$ cat src/spq_pkg.sv
// Shared types and constants for the sorted priority queue.
// No dependencies; imported by spq_cell, sorted_priority_queue and the bench.
`default_nettype none
package spq_pkg;

    localparam int DATA_W    = 32;
    localparam int COUNT_W   = 5;
    localparam int DEPTH_DEF = 16;

    // operation codes
    localparam logic OP_PUSH = 1'b0;
    localparam logic OP_POP  = 1'b1;

    // what one cell shows its neighbors
    typedef struct packed {
        logic                     occ;   // cell holds a value
        logic                     gt;    // held value goes after the pushed value
        logic signed [DATA_W-1:0] data;
    } t_link;

endpackage
`default_nettype wire

$ cat src/spq_cell.sv
// One slot of the sorted chain: holds a value and its occupied flag.
// Depends on spq_pkg for t_link and DATA_W.
`default_nettype none
module spq_cell (
    input  wire logic                             i_clk,
    input  wire logic                             i_rst_n,
    input  wire logic                             i_push,
    input  wire logic                             i_pop,
    input  wire logic signed [spq_pkg::DATA_W-1:0] i_value,
    input  wire spq_pkg::t_link                   i_left,
    input  wire spq_pkg::t_link                   i_right,
    output spq_pkg::t_link                        o_link,
    output logic signed [spq_pkg::DATA_W-1:0]     o_next_data
);
    import spq_pkg::*;

    logic                     r_occ;
    logic signed [DATA_W-1:0] r_data;
    logic                     n_occ;
    logic signed [DATA_W-1:0] n_data;
    logic                     gt;

    // an empty slot counts as "after" so the value lands in the first free slot
    assign gt = !r_occ || (r_data > i_value);

    // push and pop never come together; with neither, hold the slot
    always_comb begin
        n_occ  = r_occ;
        n_data = r_data;
        if (i_push) begin
            n_occ = r_occ | i_left.occ;
            if (i_left.gt) begin
                n_data = i_left.data;
            end else if (gt) begin
                n_data = i_value;
            end
        end else if (i_pop) begin
            n_occ  = i_right.occ;
            n_data = i_right.data;
        end
    end

    always_ff @(posedge i_clk) begin
        if (!i_rst_n) begin
            r_occ <= 1'b0;
        end else begin
            r_occ <= n_occ;
        end
    end

    // payload needs no reset
    always_ff @(posedge i_clk) begin
        r_data <= n_data;
    end

    assign o_link      = '{occ: r_occ, gt: gt, data: r_data};
    assign o_next_data = n_data;

endmodule
`default_nettype wire

$ cat src/sorted_priority_queue.sv
// Top level of the sorted priority queue: a chain of spq_cell slots plus
// count, largest-value tracking and the result register. Depends on spq_pkg.
//
// A bounded priority queue of signed 32-bit values kept in ascending order in
// a chain of DEPTH cells; every cell compares the pushed value against its own
// and shifts with its neighbor in the same cycle. A transaction is taken when
// start is high and busy is low; busy never rises, so one push or pop is taken
// every clock cycle. Its result appears on the o_ ports one cycle later for
// exactly one cycle, marked by o_valid, and must be captured then: there is no
// way to hold it off. A push to a full queue or a pop from an empty one changes
// nothing and reports o_ok low. Equal values keep their arrival order.
`default_nettype none
module sorted_priority_queue #(
    parameter int DEPTH = spq_pkg::DEPTH_DEF
) (
    input  wire logic                              i_clk,
    input  wire logic                              i_rst_n,
    input  wire logic                              start,
    output logic                                   busy,
    input  wire logic                              i_op,
    input  wire logic signed [spq_pkg::DATA_W-1:0] i_value,
    output logic                                   o_valid,
    output logic                                   o_ok,
    output logic signed [spq_pkg::DATA_W-1:0]      o_smallest,
    output logic signed [spq_pkg::DATA_W-1:0]      o_largest,
    output logic [spq_pkg::COUNT_W-1:0]            o_count,
    output logic                                   o_is_empty
);
    import spq_pkg::*;

    localparam int CNT_W = $clog2(DEPTH + 1);

    t_link                     links [DEPTH];
    logic signed [DATA_W-1:0]  next0 [DEPTH];
    logic                      accept;
    logic                      full;
    logic                      empty;
    logic                      do_push;
    logic                      do_pop;

    logic [CNT_W-1:0]          r_count;
    logic [CNT_W-1:0]          n_count;
    logic signed [DATA_W-1:0]  r_largest;
    logic signed [DATA_W-1:0]  n_largest;
    logic [CNT_W+COUNT_W-1:0]  count_ext;

    assign busy    = 1'b0;
    assign accept  = start && !busy;
    assign full    = links[DEPTH-1].occ;
    assign empty   = !links[0].occ;
    assign do_push = accept && (i_op == OP_PUSH) && !full;
    assign do_pop  = accept && (i_op == OP_POP) && !empty;

    genvar g;
    generate
        for (g = 0; g < DEPTH; g++) begin : g_cell
            t_link left_l;
            t_link right_l;
            if (g == 0) begin : g_head
                assign left_l = '{occ: 1'b1, gt: 1'b0, data: '0};
            end else begin : g_mid_l
                assign left_l = links[g-1];
            end
            if (g == DEPTH - 1) begin : g_tail
                assign right_l = '{occ: 1'b0, gt: 1'b1, data: '0};
            end else begin : g_mid_r
                assign right_l = links[g+1];
            end
            spq_cell u_cell (
                .i_clk       (i_clk),
                .i_rst_n     (i_rst_n),
                .i_push      (do_push),
                .i_pop       (do_pop),
                .i_value     (i_value),
                .i_left      (left_l),
                .i_right     (right_l),
                .o_link      (links[g]),
                .o_next_data (next0[g])
            );
        end
    endgenerate

    always_comb begin
        n_count   = r_count;
        n_largest = r_largest;
        if (do_push) begin
            n_count = r_count + CNT_W'(1);
            if (empty || (i_value >= r_largest)) begin
                n_largest = i_value;
            end
        end else if (do_pop) begin
            n_count = r_count - CNT_W'(1);
        end
    end

    assign count_ext = {{COUNT_W{1'b0}}, n_count};

    always_ff @(posedge i_clk) begin
        if (!i_rst_n) begin
            r_count   <= '0;
            o_valid   <= 1'b0;
            o_ok      <= 1'b0;
            o_count   <= '0;
            o_is_empty<= 1'b1;
        end else begin
            r_count    <= n_count;
            o_valid    <= accept;
            if (accept) begin
                o_ok       <= do_push || do_pop;
                o_count    <= count_ext[COUNT_W-1:0];
                o_is_empty <= (n_count == '0);
            end
        end
    end

    // payload registers: largest tracker and result values
    always_ff @(posedge i_clk) begin
        r_largest <= n_largest;
        if (accept) begin
            if (n_count == '0) begin
                o_smallest <= '0;
                o_largest  <= '0;
            end else begin
                o_smallest <= next0[0];
                o_largest  <= n_largest;
            end
        end
    end

endmodule
`default_nettype wire

$ cat config.mk
export PLATFORM = sky130hd
export DESIGN_NAME = sorted_priority_queue
export DESIGN_NICKNAME = d
export VERILOG_FILES = /design/src/spq_pkg.sv /design/src/spq_cell.sv /design/src/sorted_priority_queue.sv
export SDC_FILE = /design/constraint.sdc
export NUM_CORES = 2
export LEC_CHECK = 0
export ABC_AREA = 1
export ABC_CLOCK_PERIOD_IN_PS = 5620
export BUFFER_PORTS_ARGS = -buffer_cell sky130_fd_sc_hd__buf_2
export CAP_MARGIN = 20
export CORE_UTILIZATION = 55
export CTS_BUF_LIST = sky130_fd_sc_hd__clkbuf_2
export DETAILED_ROUTE_END_ITERATION = 10
export HOLD_SLACK_MARGIN = 0.05
export MAX_ROUTING_LAYER = met4
export PLACE_DENSITY = 0.78
export SYNTH_ARGS = -nofsm -noshare
export SYNTH_HDL_FRONTEND = slang
export SYNTH_SLANG_ARGS = --single-unit
$ cat constraint.sdc
create_clock -name i_clk -period 5.62 [get_ports i_clk]
set_input_delay 0.843 -clock i_clk [delete_from_list [all_inputs] [get_ports i_clk]]
set_output_delay 0.843 -clock i_clk [all_outputs]
set_load 0.1 [all_outputs]
==> Yosys cells after proc, flatten, opt, wreduce, memory -nomap -nowiden <==
Index checks and enable logic that the tools add are counted.
{ "totals": {"register_bits": 637, "inputBits": 36, "output_inout_bits": 73} }
{ "classes": {"addsub": 2, "magnitude_cmp": 17, "n_eq_ne": 15, "muxes": 99, "bitwise": 16, "reduce_logical": 55} }
{ "ops": {"columns": ["op", "count"], "rows": [
  ["$mux 32", 65],
  ["$gt 32x32->1", 16],
  ["$ne 3x1->1 const B", 15],
  ["$ge 32x32->1", 1],
  ["$mux 1", 32],
  ["$reduce_and 2->1", 15],
  ["$logic_or 1x1->1", 18],
  ["$logic_not 1->1", 16],
  ["$or 1x1->1", 15],
  ["$mux 5", 2],
  ["$add 5x1->5 const B", 1],
  ["$logic_not 5->1", 1],
  ["$sub 5x1->5 const B", 1],
  ["$logic_and 1x1->1", 4],
  ["$reduce_bool 2->1", 1],
  ["$not 1->1", 1]
]} }

==> Depth between registers and ports, before layout <==
{ "depth": {"ltp_word": 5, "ltp_mapped": 21, "ltp_nobuf": 20} }

==> Hierarchy <==
From an unflattened synthesis, not the netlist that was laid out.
{ "unflattened": {"cells_unflattened": 8186, "hier_area_um2": 57710.3} }
{ "by_module_without_submodules": {"columns": ["mod", "instances", "cells_per_inst", "area_per_inst_um2", "seq_area_each_um2"], "rows": [
  ["spq_cell (g_cell[0].u_cell ...)", 14, 473, 3283.1, 660.6],
  ["spq_cell (g_cell[8].u_cell ...)", 2, 484, 3309.4, 660.6],
  ["sorted_priority_queue", 1, 596, 5127.4, 2822.7]
]} }

==> Worst setup path before layout <==
OpenSTA, ideal clock, no wires.
{ "synth_path": {"path_kind": "input-to-reg", "from": "in i_value[30] in the netlist's numbering", "to": "reg g_cell[12].u_cell.r_data[0], enable pin", "setup_ps": 432, "t_arrival_ps": 4752, "required_ps": 5188, "path_slack_ps": 436, "cell_stages": 16, "path_cell_list": "clkinv_1 > clkbuf_1 > ha_1 > inv_1 > nor3_1 > nand4_1 > inv_1 > nand2_1 > inv_1 > nand2_1 > a21oi_1 > nand2_1 > nand2_1 > clkbuf_1 > inv_1 > a21oi_1"} }
{ "synth_between": {"elab_chain_cells": 4, "elab_cells_between_ends": 6, "classes_between": "order compare: 2; eq/ne: 1; reduce/logical: 3"} }
{ "synth_lines": {"columns": ["item", "line", "rtl"], "rows": [
  ["from (decl)", "sorted_priority_queue.sv:21", "input wire logic signed [spq_pkg::DATA_W-1:0] i_value,"],
  ["$gt 32x32->1", "spq_cell.sv:24", "assign gt = !r_occ || (r_data > i_value);"],
  ["$logic_or 1x1->1", "spq_cell.sv:24", null],
  ["$ne 3x1->1 (no line) (*)", null, null],
  ["$reduce_and 2->1 (no line) (*)", null, null],
  ["to (signal assigned)", "spq_cell.sv:53", "r_data <= n_data;"],
  ["to (decl)", "spq_cell.sv:18", "logic signed [DATA_W-1:0] r_data;"]
]} }
Every way passes the cells marked *; elsewhere a longest branch is shown, timed or not.
A chain may end at the register's enable or synchronous reset.

==> Worst setup path in the final report <==
{ "layout_path": {"from": "in i_value[29] in the netlist's numbering", "to": "reg g_cell[3].u_cell.r_data[10], enable pin"} }
{ "layout_between": {"elab_chain_cells": 4, "elab_cells_between_ends": 6, "classes_between": "order compare: 2; eq/ne: 1; reduce/logical: 3"} }
{ "layout_lines": {"columns": ["item", "line"], "rows": [
  ["$gt 32x32->1", "spq_cell.sv:24"],
  ["$logic_or 1x1->1", "spq_cell.sv:24"],
  ["$ne 3x1->1 (no line) (*)", null],
  ["$reduce_and 2->1 (no line) (*)", null],
  ["to (signal assigned)", "spq_cell.sv:53"],
  ["to (decl)", "spq_cell.sv:18"]
]} }
Marked as above.

==> impl_metrics.tcl <==
set metrics [dict create \
    report.final.slew_viol_count 0 \
    cts_hold_repair.buffers 28 \
    maxCapViolCount 0 \
    clk_path_buf_depth 3 \
    required_ps 6730 \
    vias 43200 \
    grt_max_degree 186 \
    place.gp.congestion 0.991 \
    rrSetupSlack_ps 1600 \
    netlist_area_mm2 0.0452 \
    dp.cells 6952 \
    crit_path_max_fanout 19 \
    crit_top_cell "nand2_1" \
    wire_per_inst_um 19.8 \
    cts_setup_buffers 0 \
    grt_pass1_vias 40000 \
    drive_gt1_share_pct 8.83 \
    r2r-start "g_cell[0].u_cell.r_occ" \
    fin_crit_sh_pct 74.5 \
    arrival_ps 5290 \
    core.rowCount 104 \
    max_stage_delay_ps 600 \
    synth_fp_nets 6525 \
    nNetsFinal 6644 \
    cts_tree "built" \
    ys_seq_area_share_pct 40.2 \
    min_period_ps 4190 \
    pre_cts_ws_ps 716 \
    synth.distinct_cells 38 \
    viasPerCell 5.93 \
    crit_chain "dlygate4sd3_1, buf_2, clkinv_1, buf_4, ha_1, nand2_1, nor2_1, nand2_1, nor4_1, nand2_1, nand3_1, nand3_1, nand2_1, inv_1, a21oi_2, buf_4" \
    yosys_most_used_dff "edfxtp_1" \
    clock_skew_ps 157 \
    die_area_mm2 0.0834 \
    cp-start-kind "primary input" \
    cts_buffers 172 \
    area_delta_synth_final_pct 8.33 \
    clk_pin_slew_worst_paths_ps 120 \
    die_w_um 289 \
    first_pass_iters 6 \
    synth_seq_cells 637 \
    rsz0062_at_grt "false" \
    async_flop_share_pct 0 \
    critPathLaunch "i_value[29]" \
    track_usage_pct 35.6 \
    ios 109 \
    fin_ws_ps 1430 \
    clk_latency_ps 1470 \
    drt_iter0_drc 5903 \
    h-tree-depth 4 \
    antenna_found_initial 3 \
    cpMaxStageDelayCell "nor4_1" \
    ir_worst_vdd_v 0.000308 \
    worst_slew_pin_slew_ps 1190 \
    worstSetupPathType "primary input to register" \
    power.leakage_nw 24.7 \
    finalSetupViolations 0 \
    end_kind "register" \
    grt_pass1_wl_um 225000 \
    dp_hpwl_um 103000 \
    cts_sinks 637 \
    postRouteAntennaNets 0 \
    syn_inst 5975 \
    initial_core_util_pct 55.9 \
    die_h_um 289 \
    core_region_area_mm2 0.0809 \
    timing_hold_violations_final 0 \
    wirelength_um 145000 \
    min-delay-start "i_op" \
    portBuffers 107 \
    cts_root_buffer "clkbuf_2" \
    min_path_type "primary input to register" \
    utilization_pct 60.6 \
    power_w 0.0132 \
    yosys_warnings 0 \
    powerDensity_mw_per_mm2 270 \
    avgSynthCellArea_um2 7.57 \
    outcome "finished, final reports clean" \
    cts_resized 0 \
    stdcell_count 7290 \
    relSlewSlack_pct 20.1 \
    drc_errors 0 \
    synth-edff-count 544 \
    gr-total-overflow 0 \
    fmax_mhz 239 \
    fin_tns_setup_ps 0 \
]
==> final cells by class <==
class | count | area [µm²]
diodes | 4 | 10.0
clock buffers | 259 | 1300
clock inverters | 47 | 258
fillers | 7325 | 31900
inverters | 679 | 2560
multi-input cells | 4326 | 23300
flip-flops and latches | 637 | 18200
well taps | 1060 | 1330
repair buffers | 278 | 2050
==> synth_stat cells (7+ instances only) <==
master	count	area [µm²]
clkinv_1	32	120
o21a_1	14	105
nor4_1	11	68.8
nand3_1	1049	5250
nand3b_1	7	52.6
inv_1	644	2420
a21oi_1	327	1640
ha_1	514	6430
a22oi_1	32	240
a211oi_1	12	90.1
o21ai_0	115	576
nor3_1	23	115
edfxtp_1	544	16300
buf_2	11	55.1
a21o_1	10	75.1
clkbuf_1	304	1140
nand4_1	55	344
nor2_1	219	822
nand2_1	1904	7150
dfxtp_1	93	1860
buf_1	12	45.0
==> sequential cells by signal (all words and copies together) (netlist names) <==
name / flops
g_cell.u_cell.r_occ: 16
o_is_empty: 1
o_smallest: 32
g_cell.u_cell.r_data: 512
o_ok: 1
o_largest: 32
o_valid: 1
r_count: 5
o_count: 5
r_largest: 32
==> report_power, final <==
part	total, W	switching, W	internal (W)
Clock	0.00344	0.00215	0.00129
Combinational	0.00377	0.00272	0.00104
Sequential	0.00602	0.000344	0.00568
==> metrics by stage <==
step	hold WS, ps	cell area [µm²]
after CTS	50.9	49000
final	185	49000
after detailed placement	465	47200
after global placement	462	47200
after floorplan	465	45200
after global routing	186	49000
==> critical path, delay by kind of cell <==
kind | cells | cell delay [ps]
buf+inv | 6 | 2190
compound gates | 1 | 580
simple gates | 8 | 1340
fa+ha+maj | 1 | 320
==> final timing paths <==
check,end,depth (start not counted)
max,g_cell[3].u_cell.r_data[10],16
min,g_cell[0].u_cell.r_data[25],5
max reg2reg,o_largest[11],9
min reg2reg,g_cell[14].u_cell.r_data[5],2
==> cell usage in the layout (no fill, tap or decap), types with 55 or more instances in the layout <==
master	count
clkinv_1	63
nand3_1	1048
clkbuf_2	259
buf_4	131
inv_1	644
nand4_1	55
a21oi_1	315
nand2_1	1903
buf_2	106
ha_1	514
dfxtp_1	92
nor2_1	217
o21ai_0	115
edfxtp_1	544
==> metal layers <==
layer / vias to the layer above / share of wire, % / GRT usage (%) / routed length (µm)
li1: 20300 / - / - / -
met1: 19600 / 41 / 49.2 / 58900
met2: 2883 / 42 / 50.0 / 60700
met3: 402 / 13 / 8.60 / 19400
met4: 0 / 3.8 / 14.3 / 5540
met5: - / 0 / - / 0
==> cell families after synthesis <==
logic type	synth area share [%]
simple gates	30.6
buf+inv	8.48
flops	40.2
compound gates	6.38
fa+ha+maj	14.2
xor+xnor	0.0774
other cells	0.00829
(Power assumes the default switching activity.)
